**src/rtl/lpsc_pkg.sv**
```systemverilog
// Shared types and constants for the length-prefix to start-code converter.
package lpsc_pkg;

    localparam int unsigned SIZE_BYTES_W     = 4;
    localparam int unsigned REM_W            = 64;
    localparam int unsigned QUEUE_DEPTH      = 2;
    localparam int unsigned QPTR_W           = $clog2(QUEUE_DEPTH);
    localparam int unsigned QCNT_W           = $clog2(QUEUE_DEPTH + 1);
    localparam int unsigned START_CODE_LEN   = 3;
    localparam int unsigned SC_CNT_W         = $clog2(START_CODE_LEN);

    localparam logic [SIZE_BYTES_W-1:0] SIZE_BYTES_MAX   = 4'd8;
    localparam logic [SIZE_BYTES_W-1:0] SIZE_BYTES_MIN   = 4'd1;
    localparam logic [SIZE_BYTES_W-1:0] SIZE_BYTES_RESET = 4'd4;
    localparam logic [SC_CNT_W-1:0]     SC_LAST_IDX      = SC_CNT_W'(START_CODE_LEN - 1);
    localparam logic [7:0]              START_BYTE_ZERO  = 8'h00;
    localparam logic [7:0]              START_BYTE_ONE   = 8'h01;

    typedef enum logic [1:0] {
        CMD_START  = 2'd0,
        CMD_DATA   = 2'd1,
        CMD_STATUS = 2'd2
    } cmd_kind_t;

    // One classified job for the back end.
    typedef struct packed {
        cmd_kind_t  kind;
        logic [7:0] data;
        logic       done;
        logic       err;
    } cmd_t;

endpackage

```
**src/rtl/lpsc_if.sv**
```systemverilog
// Valid/ready channel interfaces for the input bytes and the result items.
interface lpsc_in_if;
    logic       valid;
    logic       ready;
    logic [7:0] in_byte;
    logic       is_last;

    modport source (output valid, output in_byte, output is_last, input ready);
    modport sink   (input valid, input in_byte, input is_last, output ready);
endinterface

interface lpsc_out_if;
    logic       valid;
    logic       ready;
    logic [7:0] out_byte;
    logic       has_byte;
    logic       run_last;
    logic       done_res;
    logic       error;

    modport source (output valid, output out_byte, output has_byte, output run_last,
                    output done_res, output error, input ready);
    modport sink   (input valid, input out_byte, input has_byte, input run_last,
                    input done_res, input error, output ready);
endinterface

```
**src/rtl/length_prefix_to_start_code_unit.sv**
```systemverilog
// An item's first result passes through a queue entry and then the output register, and the
// sink takes it from the output register, where back-pressure on sc.ready holds it.
// Throughput: one input byte per cycle while the queue is not full; a completed size field
// expands into a three-byte start code, sent one byte per result through the single output
// register of the back end. Middle size bytes produce no result.
// Reset (rst_n low, asynchronous) empties queue and output, clears unit state,
// and sets the size field width to 4 bytes.
module length_prefix_to_start_code_unit (
    input  logic                              clk,
    input  logic                              rst_n,
    input  logic                              cfg_wr_en,
    input  logic [lpsc_pkg::SIZE_BYTES_W-1:0] cfg_wr_data,
    lpsc_in_if.sink                           lp,
    lpsc_out_if.source                        sc
);

    logic           fr_push;
    lpsc_pkg::cmd_t fr_cmd;
    logic           q_full;
    logic           q_pop;
    logic           q_head_valid;
    lpsc_pkg::cmd_t q_head_cmd;

    lpsc_front u_front (
        .clk         (clk),
        .rst_n       (rst_n),
        .cfg_wr_en   (cfg_wr_en),
        .cfg_wr_data (cfg_wr_data),
        .lp          (lp),
        .q_full      (q_full),
        .push        (fr_push),
        .push_cmd    (fr_cmd)
    );

    lpsc_queue u_queue (
        .clk        (clk),
        .rst_n      (rst_n),
        .push       (fr_push),
        .push_cmd   (fr_cmd),
        .full       (q_full),
        .pop        (q_pop),
        .head_valid (q_head_valid),
        .head_cmd   (q_head_cmd)
    );

    lpsc_back u_back (
        .clk        (clk),
        .rst_n      (rst_n),
        .head_valid (q_head_valid),
        .head_cmd   (q_head_cmd),
        .pop        (q_pop),
        .sc         (sc)
    );

    a_no_overflow: assert property (@(posedge clk) disable iff (!rst_n)
        !(fr_push && q_full))
        else $error("command pushed into a full queue");

    a_no_empty_pop: assert property (@(posedge clk) disable iff (!rst_n)
        q_pop |-> q_head_valid)
        else $error("command popped from an empty queue");

    a_error_with_done: assert property (@(posedge clk) disable iff (!rst_n)
        sc.valid && sc.error |-> sc.done_res && sc.run_last)
        else $error("error flagged on a result that does not end the buffer");

    a_status_only: assert property (@(posedge clk) disable iff (!rst_n)
        sc.valid && !sc.has_byte |-> sc.done_res && sc.run_last && !sc.error)
        else $error("status-only result that is not a clean buffer end");

endmodule

```
**src/rtl/lpsc_front.sv**
```systemverilog
// Front end: accepts input bytes, tracks the size field and payload count, classifies.
module lpsc_front (
    input  logic                                 clk,
    input  logic                                 rst_n,
    input  logic                                 cfg_wr_en,
    input  logic [lpsc_pkg::SIZE_BYTES_W-1:0]    cfg_wr_data,
    lpsc_in_if.sink                              lp,
    input  logic                                 q_full,
    output logic                                 push,
    output lpsc_pkg::cmd_t                       push_cmd
);

    logic [lpsc_pkg::SIZE_BYTES_W-1:0] size_bytes_reg;
    logic                              phase_reg, phase_next;
    logic [lpsc_pkg::SIZE_BYTES_W-1:0] idx_reg, idx_next;
    logic [lpsc_pkg::REM_W-1:0]        rem_reg, rem_next;

    logic [lpsc_pkg::SIZE_BYTES_W-1:0] eff_width;
    logic [lpsc_pkg::REM_W-1:0]        rem_dec;
    logic [lpsc_pkg::REM_W-1:0]        rem_shift;
    logic [lpsc_pkg::SIZE_BYTES_W-1:0] idx_inc;
    logic                              accept;

    assign lp.ready = !q_full;
    assign accept   = lp.valid && lp.ready;

    always_comb
    begin
        priority if (size_bytes_reg == '0)
            eff_width = lpsc_pkg::SIZE_BYTES_MIN;
        else if (size_bytes_reg > lpsc_pkg::SIZE_BYTES_MAX)
            eff_width = lpsc_pkg::SIZE_BYTES_MAX;
        else
            eff_width = size_bytes_reg;
    end

    assign rem_dec   = rem_reg - lpsc_pkg::REM_W'(1);
    assign rem_shift = {rem_reg[lpsc_pkg::REM_W-9:0], lp.in_byte};
    assign idx_inc   = idx_reg + lpsc_pkg::SIZE_BYTES_W'(1);

    always_comb
    begin
        phase_next    = phase_reg;
        idx_next      = idx_reg;
        rem_next      = rem_reg;
        push          = 1'b0;
        push_cmd.kind = lpsc_pkg::CMD_DATA;
        push_cmd.data = lp.in_byte;
        push_cmd.done = lp.is_last;
        push_cmd.err  = 1'b0;
        if (accept)
        begin
            if (phase_reg)
            begin
                push         = 1'b1;
                push_cmd.err = (rem_dec != '0);
                if (rem_dec == '0 || lp.is_last)
                begin
                    phase_next = 1'b0;
                    idx_next   = '0;
                    rem_next   = '0;
                end
                else
                begin
                    rem_next = rem_dec;
                end
            end
            else if (idx_inc >= eff_width)
            begin
                push          = 1'b1;
                push_cmd.kind = lpsc_pkg::CMD_START;
                push_cmd.err  = (rem_shift != '0);
                idx_next      = '0;
                if (lp.is_last || rem_shift == '0)
                begin
                    phase_next = 1'b0;
                    rem_next   = '0;
                end
                else
                begin
                    phase_next = 1'b1;
                    rem_next   = rem_shift;
                end
            end
            else if (lp.is_last)
            begin
                // drop the partial size field
                push          = 1'b1;
                push_cmd.kind = lpsc_pkg::CMD_STATUS;
                idx_next      = '0;
                rem_next      = '0;
            end
            else
            begin
                idx_next = idx_inc;
                rem_next = rem_shift;
            end
        end
    end

    always_ff @(posedge clk or negedge rst_n)
    begin
        if (!rst_n)
        begin
            size_bytes_reg <= lpsc_pkg::SIZE_BYTES_RESET;
            phase_reg      <= 1'b0;
            idx_reg        <= '0;
            rem_reg        <= '0;
        end
        else
        begin
            if (cfg_wr_en)
                size_bytes_reg <= cfg_wr_data;
            phase_reg <= phase_next;
            idx_reg   <= idx_next;
            rem_reg   <= rem_next;
        end
    end

endmodule

```
**src/rtl/lpsc_queue.sv**
```systemverilog
// Short command queue between the front and back ends.
module lpsc_queue (
    input  logic           clk,
    input  logic           rst_n,
    input  logic           push,
    input  lpsc_pkg::cmd_t push_cmd,
    output logic           full,
    input  logic           pop,
    output logic           head_valid,
    output lpsc_pkg::cmd_t head_cmd
);

    lpsc_pkg::cmd_t                  entry_reg [lpsc_pkg::QUEUE_DEPTH];
    logic [lpsc_pkg::QPTR_W-1:0]     wr_ptr_reg, wr_ptr_next;
    logic [lpsc_pkg::QPTR_W-1:0]     rd_ptr_reg, rd_ptr_next;
    logic [lpsc_pkg::QCNT_W-1:0]     count_reg, count_next;

    assign full       = (count_reg == lpsc_pkg::QCNT_W'(lpsc_pkg::QUEUE_DEPTH));
    assign head_valid = (count_reg != '0);
    assign head_cmd   = entry_reg[rd_ptr_reg];

    always_comb
    begin
        wr_ptr_next = wr_ptr_reg;
        rd_ptr_next = rd_ptr_reg;
        count_next  = count_reg;
        if (push)
            wr_ptr_next = (wr_ptr_reg == lpsc_pkg::QPTR_W'(lpsc_pkg::QUEUE_DEPTH - 1))
                        ? '0 : wr_ptr_reg + lpsc_pkg::QPTR_W'(1);
        if (pop)
            rd_ptr_next = (rd_ptr_reg == lpsc_pkg::QPTR_W'(lpsc_pkg::QUEUE_DEPTH - 1))
                        ? '0 : rd_ptr_reg + lpsc_pkg::QPTR_W'(1);
        if (push && !pop)
            count_next = count_reg + lpsc_pkg::QCNT_W'(1);
        else if (pop && !push)
            count_next = count_reg - lpsc_pkg::QCNT_W'(1);
    end

    always_ff @(posedge clk)
    begin
        if (push)
            entry_reg[wr_ptr_reg] <= push_cmd;
    end

    always_ff @(posedge clk or negedge rst_n)
    begin
        if (!rst_n)
        begin
            wr_ptr_reg <= '0;
            rd_ptr_reg <= '0;
            count_reg  <= '0;
        end
        else
        begin
            wr_ptr_reg <= wr_ptr_next;
            rd_ptr_reg <= rd_ptr_next;
            count_reg  <= count_next;
        end
    end

endmodule

```
**src/rtl/lpsc_back.sv**
```systemverilog
// Back end: expands commands into result items and holds them in an output register.
module lpsc_back (
    input  logic           clk,
    input  logic           rst_n,
    input  logic           head_valid,
    input  lpsc_pkg::cmd_t head_cmd,
    output logic           pop,
    lpsc_out_if.source     sc
);

    logic                          valid_reg;
    logic [7:0]                    byte_reg, byte_next;
    logic                          has_reg, has_next;
    logic                          run_last_reg, run_last_next;
    logic                          done_reg, done_next;
    logic                          err_reg, err_next;
    logic [lpsc_pkg::SC_CNT_W-1:0] sc_cnt_reg, sc_cnt_next;
    logic                          load;

    assign load = head_valid && (!valid_reg || sc.ready);

    always_comb
    begin
        pop           = 1'b0;
        sc_cnt_next   = sc_cnt_reg;
        byte_next     = head_cmd.data;
        has_next      = 1'b1;
        run_last_next = 1'b1;
        done_next     = head_cmd.done;
        err_next      = head_cmd.done && head_cmd.err;
        unique case (head_cmd.kind)
            lpsc_pkg::CMD_START:
            begin
                if (sc_cnt_reg == lpsc_pkg::SC_LAST_IDX)
                begin
                    byte_next = lpsc_pkg::START_BYTE_ONE;
                    pop       = load;
                    if (load)
                        sc_cnt_next = '0;
                end
                else
                begin
                    byte_next     = lpsc_pkg::START_BYTE_ZERO;
                    run_last_next = 1'b0;
                    done_next     = 1'b0;
                    err_next      = 1'b0;
                    if (load)
                        sc_cnt_next = sc_cnt_reg + lpsc_pkg::SC_CNT_W'(1);
                end
            end
            lpsc_pkg::CMD_DATA:
            begin
                pop = load;
            end
            lpsc_pkg::CMD_STATUS:
            begin
                byte_next = '0;
                has_next  = 1'b0;
                done_next = 1'b1;
                err_next  = 1'b0;
                pop       = load;
            end
            default:
            begin
                pop = load;
            end
        endcase
    end

    always_ff @(posedge clk)
    begin
        if (load)
        begin
            byte_reg     <= byte_next;
            has_reg      <= has_next;
            run_last_reg <= run_last_next;
            done_reg     <= done_next;
            err_reg      <= err_next;
        end
    end

    always_ff @(posedge clk or negedge rst_n)
    begin
        if (!rst_n)
        begin
            valid_reg  <= 1'b0;
            sc_cnt_reg <= '0;
        end
        else
        begin
            sc_cnt_reg <= sc_cnt_next;
            if (load)
                valid_reg <= 1'b1;
            else if (sc.ready)
                valid_reg <= 1'b0;
        end
    end

    assign sc.valid    = valid_reg;
    assign sc.out_byte = byte_reg;
    assign sc.has_byte = has_reg;
    assign sc.run_last = run_last_reg;
    assign sc.done_res = done_reg;
    assign sc.error    = err_reg;

endmodule
```
**src/flat_wrapper.sv**
```systemverilog
// flat-port wrapper written by rule: the top's interface ports become plain ports
module length_prefix_to_start_code_unit_flat 
  (clk, rst_n, cfg_wr_en, cfg_wr_data, lp_valid, lp_in_byte, lp_is_last, lp_ready, sc_valid, sc_out_byte, sc_has_byte, sc_run_last, sc_done_res, sc_error, sc_ready);
  lpsc_in_if lp_i ();
  lpsc_out_if sc_i ();
  input  logic clk;
  input  logic rst_n;
  input  logic cfg_wr_en;
  input  logic [lpsc_pkg::SIZE_BYTES_W-1:0] cfg_wr_data;
  input wire logic [$bits(lp_i.valid)-1:0] lp_valid;
  input wire logic [$bits(lp_i.in_byte)-1:0] lp_in_byte;
  input wire logic [$bits(lp_i.is_last)-1:0] lp_is_last;
  output wire logic [$bits(lp_i.ready)-1:0] lp_ready;
  output wire logic [$bits(sc_i.valid)-1:0] sc_valid;
  output wire logic [$bits(sc_i.out_byte)-1:0] sc_out_byte;
  output wire logic [$bits(sc_i.has_byte)-1:0] sc_has_byte;
  output wire logic [$bits(sc_i.run_last)-1:0] sc_run_last;
  output wire logic [$bits(sc_i.done_res)-1:0] sc_done_res;
  output wire logic [$bits(sc_i.error)-1:0] sc_error;
  input wire logic [$bits(sc_i.ready)-1:0] sc_ready;
  assign lp_i.valid = lp_valid;
  assign lp_i.in_byte = lp_in_byte;
  assign lp_i.is_last = lp_is_last;
  assign lp_ready = lp_i.ready;
  assign sc_valid = sc_i.valid;
  assign sc_out_byte = sc_i.out_byte;
  assign sc_has_byte = sc_i.has_byte;
  assign sc_run_last = sc_i.run_last;
  assign sc_done_res = sc_i.done_res;
  assign sc_error = sc_i.error;
  assign sc_i.ready = sc_ready;
  length_prefix_to_start_code_unit u_core (.clk(clk), .rst_n(rst_n), .cfg_wr_en(cfg_wr_en), .cfg_wr_data(cfg_wr_data), .lp(lp_i), .sc(sc_i));
endmodule
```
**config.mk**
```make
export PLATFORM = sky130hd
export DESIGN_NAME = length_prefix_to_start_code_unit_flat
export DESIGN_NICKNAME = d
export VERILOG_FILES = /design/src/rtl/lpsc_pkg.sv /design/src/rtl/lpsc_if.sv /design/src/rtl/length_prefix_to_start_code_unit.sv /design/src/rtl/lpsc_front.sv /design/src/rtl/lpsc_queue.sv /design/src/rtl/lpsc_back.sv /design/src/flat_wrapper.sv
export SDC_FILE = /design/constraint.sdc
export NUM_CORES = 1
export LEC_CHECK = 0
export BUFFER_PORTS_ARGS = -buffer_cell sky130_fd_sc_hd__buf_4
export CELL_PAD_IN_SITES_DETAIL_PLACEMENT = 1
export CELL_PAD_IN_SITES_GLOBAL_PLACEMENT = 2
export CORE_MARGIN = 10
export CORE_UTILIZATION = 42
export DETAILED_ROUTE_END_ITERATION = 7
export GPL_TIMING_DRIVEN = 0
export PLACE_DENSITY = 0.9
export SYNTH_ARGS = -nofsm -noshare
export SYNTH_HDL_FRONTEND = slang
export SYNTH_SLANG_ARGS = --single-unit
```
**constraint.sdc**
```tcl
create_clock -name clk -period 12.65 [get_ports clk]
set_input_delay 0.6325 -clock clk [delete_from_list [all_inputs] [get_ports clk]]
set_output_delay 0.6325 -clock clk [all_outputs]
set_load 0.03 [all_outputs]
```
==> metrics.yaml <==
outcome:
  status: "finished, violations left"
  failing_checks: "capacitance limit"
sta:
  hold_slack_ns: 0.3874
  finalClockSkew_ns: 0.005517
  headroom_to_the_max_slew_limit_pct: 2.197
  period_share_pct: 43.29
  hold_viol_final: 0
  fin_crit_ns: 5.476
  setup_violations: 0
  slew_viol_final: 0
  max_freq_mhz: 182.6
  setup_total_negative_slack_ns: 0
  tightest_slew_ns: 1.454
  rsz0062_at_grt: "no"
synth:
  synthesis.area_um2: 7787
  async_reset_ff_share_pct: 68.97
  synthDistinctLibCells: 69
  synth.avg_cell_area_um2: 8.672
  synth-edff-count: 36
  dominantRegCellSynth: "dfrtp_1"
  synth_seq_area_share_pct: 39.60
  ys.warnings.count: 0
  ys_seq_elements: 116
  synth_nets: 925
  syn-instance-count: 898
detailed_routing:
  route.met3.wl_um: 3236
  wire_per_inst_um: 28.86
  met2_length_um: 15050
  wirelength_um: 34340
  dr_pass1_iterations: 5
  dr.first_iter.drc_count: 997
  wirelength_met1_um: 14390
  ant_nets: 0
  num_vias: 8068
  vias_per_cell: 6.780
  highest-signal-layer: "met4"
  drc_errors: 0
floorplan:
  ios: 32
  floorplan.initialDensity_pct: 43.06
  die_height_um: 156.2
  core.rowCount: 49
  dieArea_um2: 24390
  die-width_um: 156.2
  design.core.area_um2: 18090
layout:
  diodes: 0
  post_route_cells_drive_above_1_share_pct: 11.13
  filler_cell_count: 2167
  final_cell_mix: "84 x nor2_1, 79 x dfrtp_1, 66 x nand2_1"
  layout.cells.most_common: "nor2_1"
  final_nets: 975
  area_growth_pct: 14.62
  max_ffs_per_register: 64
  final_core_utilization_pct: 49.35
cts:
  tritoncts_clock_tree: "done"
  cts-resized-gates: 0
  reg_clk_slew_reported_paths_ns: 0.06
  clk_latency_ns: 0.43
  cts_root_buffer: "clkbuf_16"
  clock-sinks: 116
  maximum_level_of_the_cts_h_tree: 4
  number_of_buffers_created_by_cts: 17
  cts.hold.buffers_added: 0
  cts_max_path_buffers: 2
  cts_setup_buffers: 0
job:
  max_cap_viol_count: 1
power:
  max-vdd-ir-drop_v: 0.0001264
  pwr_density_cell_nw_per_um2: 305.7
  design_power_total_mw: 2.729
  cellLeakagePower_nw: 3.526
global_routing:
  global_route.overflow_total: 0
  grt_first_pass_wirelength_um: 52240
  number_of_global_route_vias_before_repair: 8220
  pin_count_of_the_biggest_net_entering_global_routing: 81
  grt_util_all_layers_pct: 28.24
  antenna_violations_before_repair: 0
min_path:
  min_to: "u_core.u_back.sc.valid"
  hold_path_startpoint: "sc_ready"
  worst_hold_path.num_cells: 2
  holdCritPathClass: "input port to flop"
setup_path:
  critical_path.max_stage_delay_ns: 0.62
  required_time_reported_for_the_critical_path_endpoint_ns: 12.91
  start_kind: "flop"
  cell_at_the_slowest_stage_of_the_critical_path: "nor4_1"
  cp_max_fo: 9
  regToRegEndpoint: "u_core.u_front.rem_reg[42]"
  worst-endpoint-arrival_ns: 5.74
  worstPathCellList: "clkbuf_1 > inv_1 > ha_1 > or3b_2 > clkbuf_1 > nor4_1 > nand4_1 > nand4bb_1 > a211oi_1 > nand4_1 > or4_1 > buf_2 > nand3_1 > o211ai_1"
  setup.reg_to_reg.worst_slack_ns: 7.17
  rr_worst_depth: 14
  r2r-start: "u_core.u_front.rem_reg[0]"
  criticalPathCategory: "flop to flop"
  setup.worst_path.end_class: "flop"
placement:
  hpwl_um: 23930
  number_of_port_buffers: 31
  place.gp.congestion: 1.007
==> where the power goes <==
part / switching [mW] / leakage, nW / total, mW / internal (mW)
combinational: 1.10 / 1.83 / 1.57 / 0.471
clock: 0.213 / 0.300 / 0.529 / 0.316
sequential: 0.101 / 1.39 / 0.627 / 0.526
==> area by class of cell <==
type	count	area [um^2]	area share (%)
clock buffers	17	425.4	4.766
flip-flops and latches	116	3084	34.55
multi-input cells	669	4238	47.48
clock inverters	15	193.9	2.173
plain buffers	81	345.3	3.869
inverters	32	120.1	1.346
well taps	229	286.5	3.210
repair buffers	31	232.7	2.607
==> per-stage QoR <==
stage          instance area, um^2  instances  worst slack, ns
3_5_place_dp                  8307       1158            7.427
4_1_cts                       8926       1190            7.358
5_1_grt                       8926       1190            6.971
6_report                      8926       1190            7.174
3_3_place_gp                  8307       1158            7.485
2_1_floorplan                 7787        898            8.542
==> how the worst max path moves through the flow <==
| stage | startpoint | end | slack (ns) | depth (start not counted) |
|---|---|---|---|---|
| after floorplan | u_core.u_front.rem_reg[0] | u_core.u_front.rem_reg[33] | 8.54 | 13 |
| after global placement | u_core.u_front.rem_reg[0] | u_core.u_front.rem_reg[42] | 7.48 | 14 |
| after detailed placement | u_core.u_front.rem_reg[0] | u_core.u_front.rem_reg[42] | 7.43 | 14 |
| after CTS | u_core.u_front.rem_reg[0] | u_core.u_front.rem_reg[42] | 7.36 | 14 |
| after global routing | u_core.u_front.rem_reg[0] | u_core.u_queue.entry_reg[0][0] | 6.97 | 16 |
| final | u_core.u_front.rem_reg[0] | u_core.u_front.rem_reg[42] | 7.17 | 14 |
==> routing by layer <==
layer | GRT usage (%) | vias up
met5 | 0 | -
met2 | 42.70 | 460
li1 | - | 3509
met3 | 5.983 | 112
met1 | 37.68 | 3987
met4 | 13.57 | 0
==> cells in the mapped netlist, drive strengths merged (6+ instances only) <==
cell | n | share of area [%]
nor2 | 84 | 4.0
mux2i | 24 | 3.1
nand2 | 67 | 3.3
ha | 9 | 1.4
nor3 | 32 | 2.1
and3 | 26 | 2.1
nand3 | 38 | 2.5
and4 | 7 | 0.79
dfrtp | 79 | 25
a31oi | 31 | 2.5
or4 | 22 | 2.2
a22oi | 9 | 0.87
nor2b | 7 | 0.56
a32oi | 14 | 1.6
a21oi | 39 | 2.5
or2 | 6 | 0.48
nand4 | 28 | 2.3
o31ai | 10 | 0.96
nor4 | 42 | 4.2
xor2 | 11 | 1.2
o211ai | 22 | 2.1
or3 | 16 | 1.3
nand2b | 8 | 0.64
clkbuf | 62 | 3.0
inv | 32 | 1.5
o22ai | 15 | 1.2
o21ai | 23 | 1.5
xnor2 | 15 | 1.7
buf | 19 | 1.4
edfxtp | 36 | 14
==> worst max-delay path: cells and delay by family (launching register included) <==
| family | cells | cell delay, ns |
|---|---|---|
| compound gates | 2 | 0.65 |
| fa+ha+maj | 1 | 0.32 |
| simple gates | 7 | 3.13 |
| buf+inv | 4 | 0.83 |
| flops | 1 | 0.38 |
==> cells by family after synthesis <==
logic type	Yosys count	synth area share, %
AOI/OAI and AO/OA	203	17.61
and+or+nand+nor	402	28.63
xor gates and xnor gates	26	2.924
adders and majority gates	9	1.446
DFF	116	39.60
buffers and inverters	113	5.977
muxes	29	3.808
No activity file was read; power rests on OpenSTA's default activity.
